<file path="src/fpa_pkg.sv">
// fpa_pkg: shared widths, command and status codes for the forbidden pattern automaton
// no dependencies
package fpa_pkg;

    localparam int CMD_W = 3;
    localparam int SYM_W = 5;
    localparam int LEN_W = 16;
    localparam int CNT_W = 30;
    localparam int STS_W = 2;

    localparam logic [CNT_W-1:0] PRIME = 30'd1000000007;

    localparam logic [CMD_W-1:0] CMD_CLEAR = 3'd0;
    localparam logic [CMD_W-1:0] CMD_ADD   = 3'd1;
    localparam logic [CMD_W-1:0] CMD_BUILD = 3'd2;
    localparam logic [CMD_W-1:0] CMD_SCAN  = 3'd3;
    localparam logic [CMD_W-1:0] CMD_COUNT = 3'd4;

    localparam logic [STS_W-1:0] STS_OK    = 2'd0;
    localparam logic [STS_W-1:0] STS_FULL  = 2'd1;
    localparam logic [STS_W-1:0] STS_PHASE = 2'd2;
    localparam logic [STS_W-1:0] STS_SYM   = 2'd3;

endpackage

</file>
<file path="src/fpa_addmod.sv">
// fpa_addmod: addition of two residues modulo the prime, the shared arithmetic unit
// depends on fpa_pkg
module fpa_addmod (
    input  logic [fpa_pkg::CNT_W-1:0] i_a,
    input  logic [fpa_pkg::CNT_W-1:0] i_b,
    output logic [fpa_pkg::CNT_W-1:0] o_sum
);

    logic [fpa_pkg::CNT_W:0] sum;

    assign sum   = {1'b0, i_a} + {1'b0, i_b};
    assign o_sum = (sum >= {1'b0, fpa_pkg::PRIME})
                 ? fpa_pkg::CNT_W'(sum - {1'b0, fpa_pkg::PRIME})
                 : fpa_pkg::CNT_W'(sum);

endmodule

</file>
<file path="config.mk">
export PLATFORM = sky130hd
export DESIGN_NAME = fpa_addmod
export DESIGN_NICKNAME = d
export VERILOG_FILES = /design/src/fpa_pkg.sv /design/src/fpa_addmod.sv
export SDC_FILE = /design/constraint.sdc
export NUM_CORES = 1
export LEC_CHECK = 0
export ABC_AREA = 1
export BUFFER_PORTS_ARGS = -buffer_cell sky130_fd_sc_hd__buf_2
export CAP_MARGIN = 15
export CORE_MARGIN = 4
export CORE_UTILIZATION = 46
export DETAILED_ROUTE_END_ITERATION = 7
export PLACE_DENSITY = 0.71
export SLEW_MARGIN = 5
export SYNTH_ARGS = -nofsm -noshare
export SYNTH_HDL_FRONTEND = slang
export SYNTH_SLANG_ARGS = --single-unit
export TNS_END_PERCENT = 30
</file>
<file path="constraint.sdc">
create_clock -name vclk -period 2.9
set_input_delay 0.29 -clock vclk [all_inputs]
set_output_delay 0.29 -clock vclk [all_outputs]
set_load 0.05 [all_outputs]
</file>
* Word-level counts from Yosys, hierarchy flattened
Index checks and enable logic that the tools add are counted.
** Word-level totals
- Register bits :: 0
- Input port bits :: 60
- Output and inout bits :: 30
- Word-level logic and storage cells :: 4
** Cells by class
- $add $sub $neg :: 2
- Magnitude comparators :: 1
- Muxes and demuxes :: 1
** Operator list (count)
- adder 30 x 30 -> 31 bit :: 1
- greater-or-equal comparator 31 x 30 -> 1 bit, second input constant :: 1
- two-way mux 30 bit :: 1
- subtractor 30 bit, second input constant :: 1

* Logic depth before layout (Yosys ltp)
Gate-level depths: netlist of the first run.
- Depth after elaboration :: 3
- Depth in mapped cells :: 24
- Mapped depth without buffers :: 23

* Worst setup path before layout of the first run
No wires, ideal clock.
- Path type :: input -> output
- Start :: input i_a[0] (netlist name)
- End :: output o_sum[10] (netlist name)
- Arrival time :: 3.174 ns
- Data required time :: 2.610 ns
- Setup slack :: -0.564 ns
- Cell stages on the path :: 21
- Path buffers :: 1
- Path through :: ha_1 > inv_1 > fa_1 > inv_1 > nand3_1 > nand2_1 > nand2_1 > nand2_1 > nand3_2 > nor2_4 > nand2_2 > nand2_1 > nand2_1 > nand2_1 > nand2_1 > nand2_1 > nand2_2 > nand2_4 > nand3_4 > buf_6 > o21ai_1
** On the way
- Cells in the longest elaborated chain, start to end :: 3
- Elaborated cells on any way between the ends :: 4
- Those cells by class :: add/sub: 2; order compare: 1; mux: 1
** Ends and longest elaborated chain
- start, declared :: line fpa_addmod.sv:4 : input logic [fpa_pkg::CNT_W-1:0] i_a,
- adder 30 x 30 -> 31 bit * :: line fpa_addmod.sv:11 : assign sum = {1'b0, i_a} + {1'b0, i_b};
- subtractor 30 bit / greater-or-equal comparator 31 x 30 -> 1 bit (equally long branches) :: line fpa_addmod.sv:13, fpa_addmod.sv:12
- two-way mux 30 bit * :: line fpa_addmod.sv:13 : ? fpa_pkg::CNT_W'(sum - {1'b0, fpa_pkg::PRIME})
- end, declared :: line fpa_addmod.sv:6 : output logic [fpa_pkg::CNT_W-1:0] o_sum
Mark *: on every way between the ends. The rest lies on a longest branch, timed or not.

* Final worst setup path of the first run
- Start :: input i_a[0] (netlist name)
- End :: output o_sum[8] (netlist name)
Same word-level chain as after synthesis.

==> results of run 1 <==
[where the power goes]
part | switching [mW] | internal [mW]
clock network | 0 | 0
logic | 1.84 | 1.34
registers | 0 | 0
[Yosys cell counts, drive strengths merged]
cell type	n	area share, %
xnor2	2	0.44
or2	1	0.16
nand3	73	10
nor2	81	9.3
and2	6	0.95
buf	6	1.5
ha	31	9.8
nand2	367	36
nor3	5	0.63
and3	1	0.16
nand4	23	3.6
inv	161	15
clkinv	2	0.19
a21oi	22	2.8
o22ai	1	0.16
nand3b	4	0.76
o21ai	23	3.1
fa	1	0.51
xor2	17	4.0
o21bai	3	0.57
[timing repair]
item                                    CTS  global route
pin swaps                                49            30
cloned                                    3             1
hold endpoints to repair                  0             0
endpoints found under the setup margin   30            30
buffers inserted                         21             6
hold buffers                              0             0
gates resized for setup                 205            73
[worst paths after layout]
check                 endpoint  depth (start not counted)  slack [ns]    from
worst max-delay path  o_sum[8]                         25       -0.44  i_a[0]
worst min-delay path  o_sum[0]                          4        1.05  i_b[0]
[logic make-up (layout without fill, tap and decap cells)]
family                     count (synthesis)  count (layout)  synth area share [%]
AOI/OAI and AO/OA                         49              49                  6.62
and+or+nand+nor                          561             561                  61.6
buffers and inverters                    169             424                  17.0
adders and majority gates                 32              32                  10.3
xor gates and xnor gates                  19              19                  4.40
[critical path, stage by stage]
cell and delay (ns):
sky130_fd_sc_hd__buf_8 0.07, sky130_fd_sc_hd__ha_4 0.14, sky130_fd_sc_hd__inv_4 0.04, sky130_fd_sc_hd__fa_2 0.38, sky130_fd_sc_hd__inv_4 0.11, sky130_fd_sc_hd__nand2_2 0.07
sky130_fd_sc_hd__nand3_2 0.07, sky130_fd_sc_hd__buf_4 0.13, sky130_fd_sc_hd__nand2_1 0.07, sky130_fd_sc_hd__nand2_1 0.08, sky130_fd_sc_hd__nand2_1 0.06, sky130_fd_sc_hd__nand2_2 0.12
sky130_fd_sc_hd__nand2_1 0.11, sky130_fd_sc_hd__nor2_1 0.17, sky130_fd_sc_hd__nand2_1 0.10, sky130_fd_sc_hd__nand2_2 0.08, sky130_fd_sc_hd__nand2_2 0.06, sky130_fd_sc_hd__nand2_2 0.09
sky130_fd_sc_hd__nand2_4 0.07, sky130_fd_sc_hd__nand3_4 0.08, sky130_fd_sc_hd__buf_12 0.14, sky130_fd_sc_hd__buf_16 0.14, sky130_fd_sc_hd__nand3_1 0.11, sky130_fd_sc_hd__nand2_2 0.11
sky130_fd_sc_hd__buf_8 0.15
[routing by layer]
| metal | part of all wire, % | up-vias | GRT usage (%) |
|---|---|---|---|
| li1 | - | 3066 | - |
| met1 | 38 | 2931 | 37.3 |
| met2 | 50 | 342 | 59.5 |
| met3 | 6.5 | 105 | 1.66 |
| met4 | 5.6 | 0 | 11.1 |
| met5 | 0 | - | 0 |
[cell type report]
class | count | area, um^2 | share of cell area, %
Multi-Input combinational cell | 661 | 4400 | 60.5
Timing Repair Buffer | 261 | 2130 | 29.3
Inverter | 163 | 617 | 8.48
Tap cell | 105 | 131 | 1.81
==> impl_summary.log, run 1 <==
[metrics] standby leakage power: 3.98 nW
[metrics] number of hold violations in the final report: 0
[metrics] violations in the final reports: negative setup slack
[metrics] path category of the worst min-delay check: primary input to primary output
[metrics] Boundary Pins: 90
[metrics] initial antenna violation count: 0
[metrics] total power after layout: 3.17 mW
[metrics] count of final max-slew check failures: 0
[metrics] power density of the placed cells: 436 nW/um^2
[metrics] share of layout cells above drive strength 1: 46.9%
[metrics] RSZ-0062 raised after global routing: yes
[metrics] Core ar.: 8300 um^2
[metrics] weighted congestion reported at the end of routability-driven placement: 0.999
[metrics] total negative slack: -11.22 ns
[metrics] height of the chip: 101 um
[metrics] part of the Yosys area used for sequential elements: 0%
[metrics] status: finished with violations
[metrics] routed vias: 6444
[metrics] synthesized area per cell: 4.76 um^2
[metrics] area growth from synthesis to layout: 84.2%
[metrics] arrival time of data at the critical path endpoint: 3.05 ns
[metrics] via count of the first global-routing pass: 6188
[metrics] count of endpoints failing setup in the final report: 30
[metrics] worst slack on hold paths: 1.05 ns
[metrics] number of maximum-capacitance constraint violations: 0
[metrics] Clock Buffer Count: 0
[metrics] category of the critical setup timing path: primary input to primary output
[metrics] remaining global-route overflow: 0
[metrics] share of the core filled with cells in the final layout: 87.7%
[metrics] antenna violation net count after detailed routing: 0
[metrics] count of different cell masters after synthesis: 31
[metrics] post-synthesis instance total: 830
[metrics] type of element capturing the critical path: primary output
[metrics] top library cells by usage in the layout, fill and taps aside: sky130_fd_sc_hd__nand2_1 (267), sky130_fd_sc_hd__buf_4 (158), sky130_fd_sc_hd__inv_1 (135), sky130_fd_sc_hd__nand2_2 (77), sky130_fd_sc_hd__buf_2 (58)
[metrics] Filler cells: 453
[metrics] Final Routed Wirelength: 17900 um
[metrics] crit share post-route: 115%
[metrics] total placed cells including tap cells: 1162
[metrics] FF+latch count: 0
[metrics] Final Instance Count excl. Fillers: 1190
[metrics] detail-routed net length per standard cell: 15.1 um
[metrics] worst vdd ir: 0.263 mV
[metrics] first-pass GRT wire length: 26800 um
[metrics] Worst Tran Pin Value: 0.270 ns
[metrics] setup slack after placement: -0.474 ns
[metrics] Post-Syn Nets: 922
[metrics] Initial Utilization: 47.6%
[metrics] final worst setup slack: -0.441 ns
[metrics] area of the die: 10100 um^2
[metrics] final critical path time including I/O delays and setup: 3.34 ns
[metrics] number of rows in the core area: 33
[metrics] Global Route Usage Sum: 31.6%
[metrics] Highest Clock Rate: 299 MHz
[metrics] DP Wirelength: 11600 um
[metrics] total cell area at the placement stage: 5840 um^2
[metrics] input/output buffers: 90
[metrics] startpoint type of the worst setup path: primary input
[metrics] DR DRC count: 0
[metrics] post-route cell area: 7270 um^2
[metrics] Pre-Repair DR Iteration Count: 6
[metrics] total number of nets in the final design: 1179
[metrics] cell area after synthesis: 3950 um^2
[metrics] via density per instance: 5.42
[metrics] required time of the critical path: 2.61 ns
[metrics] number of DRC markers after the initial detailed-route iteration: 454
[metrics] count of inserted antenna diode cells: 0
[metrics] Max-Slew Margin vs Limit: 81.9%
[metrics] Yosys warnings: 0
[metrics] die outline width: 101 um
[metrics] leading cell type in the layout, fill and taps excluded: sky130_fd_sc_hd__nand2_1
[metrics] maximum number of pins on one net before global-route repair: 16
[metrics] peak fanout along the critical path: 8
[metrics] Register Area: 0 um^2
No activity file was read; power rests on OpenSTA's default activity.
==> run 2, diff against run 1 <==
==> constraint.sdc (replaced) <==
create_clock -name vclk -period 2.9
set_input_delay 0.145 -clock vclk [all_inputs]
set_output_delay 0.145 -clock vclk [all_outputs]
set_load 0.05 [all_outputs]
==> run 2 against run 1 <==
Against the previous run:
- final cell count fell by 2.0%
- largest cell class unchanged
- count of clock-buffer cells in the layout did not move
- via count fell by 3.3%
- utilization fell by 6.2 points
- sequential share of layout area did not move
- die area did not move
- maximum frequency rose by 8.9%
- non-clock buffer count fell by 24
- worst setup slack improved by 0.27 ns
- flip-flop and latch count did not move
- the flow still finishes with violations (negative setup slack)
==> impl_summary.log, run 2 (synthesized netlist as in run 1, its figures left out) <==
[metrics] count of final max-slew check failures: 0
[metrics] worst vdd ir: 0.203 mV
[metrics] switching part of the total power: 59.9%
[metrics] M1 wire length: 6730 um
[metrics] antenna violation net count after detailed routing: 0
[metrics] arrival time of data at the critical path endpoint: 2.92 ns
[metrics] detailed route wirelength on metal3: 1090 um
[metrics] total placed cells including tap cells: 1147
[metrics] portion of total power attributed to combinational logic: 100.0%
[metrics] final worst setup slack: -0.169 ns
[metrics] combined buffer and inverter count along the critical path: 7
[metrics] number of hold buffers added after cts: 0
[metrics] die outline width: 101 um
[metrics] share of the core filled with cells in the final layout: 81.5%
[metrics] number of maximum-capacitance constraint violations: 0
[metrics] startpoint type of the worst setup path: primary input
[metrics] Worst Tran Pin Value: 0.284 ns
[metrics] path category of the worst min-delay check: primary input to primary output
[metrics] Highest Clock Rate: 326 MHz
[metrics] DR WL met2: 8080 um
[metrics] Clock Buffer Count: 0
[metrics] RSZ-0062 raised after global routing: yes
[metrics] peak fanout along the critical path: 4
[metrics] Pre-Repair DR Iteration Count: 5
[metrics] category of the critical setup timing path: primary input to primary output
[metrics] setup slack after placement: -0.186 ns
[metrics] number of hold violations in the final report: 0
[metrics] detail-routed net length per standard cell: 14.3 um
[metrics] weighted congestion reported at the end of routability-driven placement: 0.961
[metrics] Global Route Usage Sum: 25.1%
[metrics] power spent charging and discharging nets: 1.67 mW
[metrics] routed vias: 6229
[metrics] number of DRC markers after the initial detailed-route iteration: 386
[metrics] Int Pwr: 1.12 mW
[metrics] Initial Utilization: 47.6%
[metrics] total power after layout: 2.79 mW
[metrics] Max-Slew Margin vs Limit: 80.9%
[metrics] crit share post-route: 106%
[metrics] area growth from synthesis to layout: 71.3%
[metrics] remaining global-route overflow: 0
[metrics] Core ar.: 8300 um^2
[metrics] portion of total power attributed to the clock network: 0%
[metrics] total number of nets in the final design: 1155
[metrics] initial antenna violation count: 0
[metrics] worst setup path endpoint: o_sum[12]
[metrics] cell with the largest stage delay on the worst path: sky130_fd_sc_hd__fa_2
[metrics] violations in the final reports: negative setup slack
[metrics] status: finished with violations
[metrics] Boundary Pins: 90
[metrics] top layer in use: met4
[metrics] cell repeated most along the worst path: sky130_fd_sc_hd__nand2_4
[metrics] top library cells by usage in the layout, fill and taps aside: sky130_fd_sc_hd__nand2_1 (281), sky130_fd_sc_hd__buf_4 (143), sky130_fd_sc_hd__inv_1 (135), sky130_fd_sc_hd__nand2_2 (75), sky130_fd_sc_hd__buf_2 (58)
[metrics] DR DRC count: 0
[metrics] area of the die: 10100 um^2
[metrics] fraction of power consumed by sequential logic: 0%
[metrics] multi-input combinational cell area: 4220 um^2
[metrics] maximum number of pins on one net before global-route repair: 16
[metrics] power density of the placed cells: 413 nW/um^2
[metrics] logic depth of the worst path, buffers included: 21
[metrics] share of layout cells above drive strength 1: 44.6%
[metrics] total negative slack: -2.25 ns
[metrics] cell-by-cell listing of the critical path: buf_6 > ha_4 > inv_2 > fa_2 > inv_4 > nand3_4 > nand2_4 > nand2_4 > nand2_2 > nand2_1 > nand2_2 > buf_4 > inv_1 > o21ai_0 > nand2_1 > o21ai_2 > buf_4 > xor2_1 > nand2_4 > o21ai_4 > buf_6
[metrics] standby leakage power: 3.76 nW
[metrics] count of inserted antenna diode cells: 0
[metrics] via count of the first global-routing pass: 5155
[metrics] FF+latch count: 0
[metrics] Final Instance Count excl. Fillers: 1166
[metrics] via density per instance: 5.34
[metrics] required time of the critical path: 2.76 ns
[metrics] input/output buffers: 90
[metrics] DP Wirelength: 10900 um
[metrics] type of element capturing the critical path: primary output
[metrics] leading cell type in the layout, fill and taps excluded: sky130_fd_sc_hd__nand2_1
[metrics] Final Routed Wirelength: 16700 um
[metrics] launching instance or port of the critical path: i_b[0]
[metrics] count of endpoints failing setup in the final report: 30
[metrics] largest delay contributor family on the critical path: buffers and inverters
[metrics] height of the chip: 101 um
[metrics] final critical path time including I/O delays and setup: 3.07 ns
[metrics] number of rows in the core area: 33
[metrics] first-pass GRT wire length: 21700 um
[metrics] Register Area: 0 um^2
[metrics] Filler cells: 548
[metrics] Largest stage delay, worst path: 0.39 ns
-- run 2: cell count changes in the layout (fill, tap and decap cells not counted), sizes merged --
| cell | previous run | this run |
|---|---|---|
| buf | 260 | 237 |
| clkbuf | 1 | 0 |
-- run 2: worst min path at each step --
stage	start	endpoint	slack [ns]	cells past startpoint
after floorplan	i_b[0]	o_sum[0]	0.69	2
after CTS	i_b[0]	o_sum[0]	0.85	4
after global placement	i_b[0]	o_sum[0]	0.91	4
final	i_a[0]	o_sum[0]	0.77	4
after global routing	i_a[0]	o_sum[0]	0.78	4
after detailed placement	i_b[0]	o_sum[0]	0.91	4
-- run 2: cell type report --
| cell class | count | area share [%] |
|---|---|---|
| well taps | 105 | 1.94 |
| repair buffers | 237 | 26.6 |
| multi-input cells | 661 | 62.4 |
| inverters | 163 | 9.08 |
-- run 2: power groups by stage --
stage	clock (mW)	combinational, mW	sequential, mW
2_1_floorplan	0	1.46	0
3_3_place_gp	0	2.14	0
3_5_place_dp	0	2.16	0
4_1_cts	0	2.37	0
5_1_grt	0	2.97	0
6_report	0	2.79	0
-- run 2: stage by stage --
step / hold WS, ns / area, um^2
6_report: 0.768 / 6760
5_1_grt: 0.777 / 6760
4_1_cts: 0.846 / 5850
3_5_place_dp: 0.910 / 5520
3_3_place_gp: 0.906 / 5520
2_1_floorplan: 0.693 / 4020
-- run 2: repair_timing --
action,4_1_cts,5_1_grt
setup buffers,4,15
pin swaps,11,47
endpoints found under the setup margin,30,30
cloned,2,0
resized for setup,71,200
-- run 2: worst min-delay path: cells and delay by family --
family	cells	cell delay (ns)
buffers and inverters	2	0.22
adder cells (fa/ha/maj)	1	0.17
XOR/XNOR	1	0.08
-- run 2: layer usage --
| layer | vias up | track usage [%] |
|---|---|---|
| met1 | 2808 | 33.9 |
| met5 | - | 0 |
| met2 | 327 | 45.1 |
| met3 | 78 | 0.554 |
| met4 | 0 | 4.35 |
| li1 | 3016 | - |
==> run 3, diff against run 2 <==
--- a/config.mk
+++ b/config.mk
@@ -11,7 +11,7 @@
 export CORE_MARGIN = 4
 export CORE_UTILIZATION = 46
 export DETAILED_ROUTE_END_ITERATION = 7
-export PLACE_DENSITY = 0.71
+export PLACE_DENSITY_LB_ADDON = 0.3
 export SLEW_MARGIN = 5
 export SYNTH_ARGS = -nofsm -noshare
 export SYNTH_HDL_FRONTEND = slang
==> run 3 against run 2 <==
Against the previous run:
- the run still ends with negative setup slack left
- critical path type unchanged
- first-iteration DRC count up 88%
- largest cell class unchanged
- design area down 2.5%
- maximum frequency up 1.1%
- worst hold slack worse by 0.013 ns
- wire length up 3.5%
- critical path depth up 3
- largest power group unchanged
==> impl_summary.log, run 3 (synthesized netlist as in run 1, its figures left out) <==
[metrics] total number of nets in the final design: 1134
[metrics] share of the core filled with cells in the final layout: 79.4%
[metrics] remaining global-route overflow: 0
[metrics] Hold Path Cell Cnt: 4
[metrics] power density of the placed cells: 429 nW/um^2
[metrics] Final Routed Wirelength: 17300 um
[metrics] area growth from synthesis to layout: 67.0%
[metrics] total negative slack: -2.25 ns
[metrics] Pre-Repair DR Iteration Count: 6
[metrics] power spent charging and discharging nets: 1.72 mW
[metrics] maximum number of pins on one net before global-route repair: 31
[metrics] count of final max-slew check failures: 0
[metrics] Clock Buffer Count: 0
[metrics] largest delay contributor family on the critical path: simple AND/OR/NAND/NOR gates
[metrics] cell with the largest stage delay on the worst path: sky130_fd_sc_hd__fa_2
[metrics] Initial Utilization: 47.6%
[metrics] via density per instance: 5.49
[metrics] status: finished with violations
[metrics] number of DRC markers after the initial detailed-route iteration: 724
[metrics] Boundary Pins: 90
[metrics] initial antenna violation count: 0
[metrics] detail-routed net length per standard cell: 15.1 um
[metrics] share of layout cells above drive strength 1: 44.1%
[metrics] category of the critical setup timing path: primary input to primary output
[metrics] switching part of the total power: 60.7%
[metrics] cell-by-cell listing of the critical path: buf_6 > ha_4 > inv_2 > fa_2 > inv_2 > nand3_4 > nand2_4 > nand2_2 > nand4_1 > nand2_2 > nor2_4 > inv_1 > nor2_1 > nand2_2 > nand2_2 > nand2_2 > nand2_4 > nand2_4 > nand3_4 > buf_12 > nand2_1 > nand2_1 > nand2_1 > buf_6
[metrics] Max-Slew Margin vs Limit: 69.6%
[metrics] Register Area: 0 um^2
[metrics] final worst setup slack: -0.134 ns
[metrics] worst slack on hold paths: 0.755 ns
[metrics] path category of the worst min-delay check: primary input to primary output
[metrics] number of rows in the core area: 33
[metrics] Global Route Usage Sum: 23.8%
[metrics] number of maximum-capacitance constraint violations: 0
[metrics] via count of the first global-routing pass: 4778
[metrics] top library cells by usage in the layout, fill and taps aside: sky130_fd_sc_hd__nand2_1 (273), sky130_fd_sc_hd__inv_1 (134), sky130_fd_sc_hd__buf_4 (116), sky130_fd_sc_hd__nand2_2 (79), sky130_fd_sc_hd__buf_2 (58)
[metrics] DR DRC count: 0
[metrics] Int Pwr: 1.11 mW
[metrics] total power after layout: 2.83 mW
[metrics] FF+latch count: 0
[metrics] die outline width: 101 um
[metrics] WHS Endpoint: o_sum[0]
[metrics] Core ar.: 8300 um^2
[metrics] count of inserted antenna diode cells: 0
[metrics] portion of total power attributed to combinational logic: 100.0%
[metrics] input/output buffers: 90
[metrics] Largest stage delay, worst path: 0.38 ns
[metrics] combined buffer and inverter count along the critical path: 6
[metrics] cell repeated most along the worst path: sky130_fd_sc_hd__nand2_2
[metrics] crit share post-route: 105%
[metrics] Highest Clock Rate: 330 MHz
[metrics] required time of the critical path: 2.76 ns
[metrics] first-pass GRT wire length: 20600 um
[metrics] area of the die: 10100 um^2
[metrics] worst vdd ir: 0.291 mV
[metrics] hold wc startpoint: i_a[0]
[metrics] count of endpoints failing setup in the final report: 30
[metrics] weighted congestion reported at the end of routability-driven placement: 0.911
[metrics] standby leakage power: 3.67 nW
[metrics] routed vias: 6283
[metrics] fraction of power consumed by sequential logic: 0%
[metrics] arrival time of data at the critical path endpoint: 2.89 ns
[metrics] DP Wirelength: 10700 um
[metrics] portion of total power attributed to the clock network: 0%
[metrics] type of element capturing the critical path: primary output
[metrics] peak fanout along the critical path: 8
[metrics] Worst Tran Pin Value: 0.452 ns
[metrics] final critical path time including I/O delays and setup: 3.03 ns
[metrics] startpoint type of the worst setup path: primary input
[metrics] violations in the final reports: negative setup slack
[metrics] leading cell type in the layout, fill and taps excluded: sky130_fd_sc_hd__nand2_1
[metrics] antenna violation net count after detailed routing: 0
[metrics] RSZ-0062 raised after global routing: yes
[metrics] height of the chip: 101 um
[metrics] number of hold violations in the final report: 0
==> run 3: routing by layer <==
metal	track usage (%)	part of all wire, %	vias to the layer above
li1	-	-	2972
met1	34.1	37	2760
met4	1.76	5.7	0
met3	0.415	9.2	115
met5	0	0	-
met2	41.3	48	436
==> run 3: how the worst max path moves through the flow <==
stage	startpoint	end	slack, ns	depth (start not counted)
2_1_floorplan	i_a[0]	o_sum[10]	-0.05	21
3_3_place_gp	i_a[0]	o_sum[8]	-0.12	21
3_5_place_dp	i_a[0]	o_sum[8]	-0.18	21
4_1_cts	i_a[11]	o_sum[14]	-0.04	22
5_1_grt	i_b[0]	o_sum[16]	-0.22	24
6_report	i_b[0]	o_sum[16]	-0.13	24
==> run 3: area by class of cell <==
type / instances / area, um^2
repair buffers: 215 / 1720
multi-input cells: 662 / 4130
inverters: 163 / 612
well taps: 105 / 131
fillers: 571 / 1710
==> run 3: power groups by stage <==
stage                     Clock [mW]  Sequential (mW)  Combinational, mW
after floorplan                    0                0               1.46
after global placement             0                0               2.11
after detailed placement           0                0               2.13
after CTS                          0                0               2.32
after global routing               0                0               2.99
final                              0                0               2.83
==> run 3: stage by stage <==
stage / cell area (um^2) / std cells / worst slack [ns]
after detailed placement: 5390 / 1129 / -0.177
final: 6590 / 1145 / -0.134
after floorplan: 4020 / 830 / -0.0460
after CTS: 5620 / 1130 / -0.0413
after global routing: 6590 / 1145 / -0.217
after global placement: 5390 / 1129 / -0.123
==> run 3: repair_timing <==
item,CTS,global route
pin swaps,2,43
endpoints found under the setup margin,30,30
gates cloned,1,6
setup buffers,0,9
hold buffers,0,0
gates resized for setup,68,206
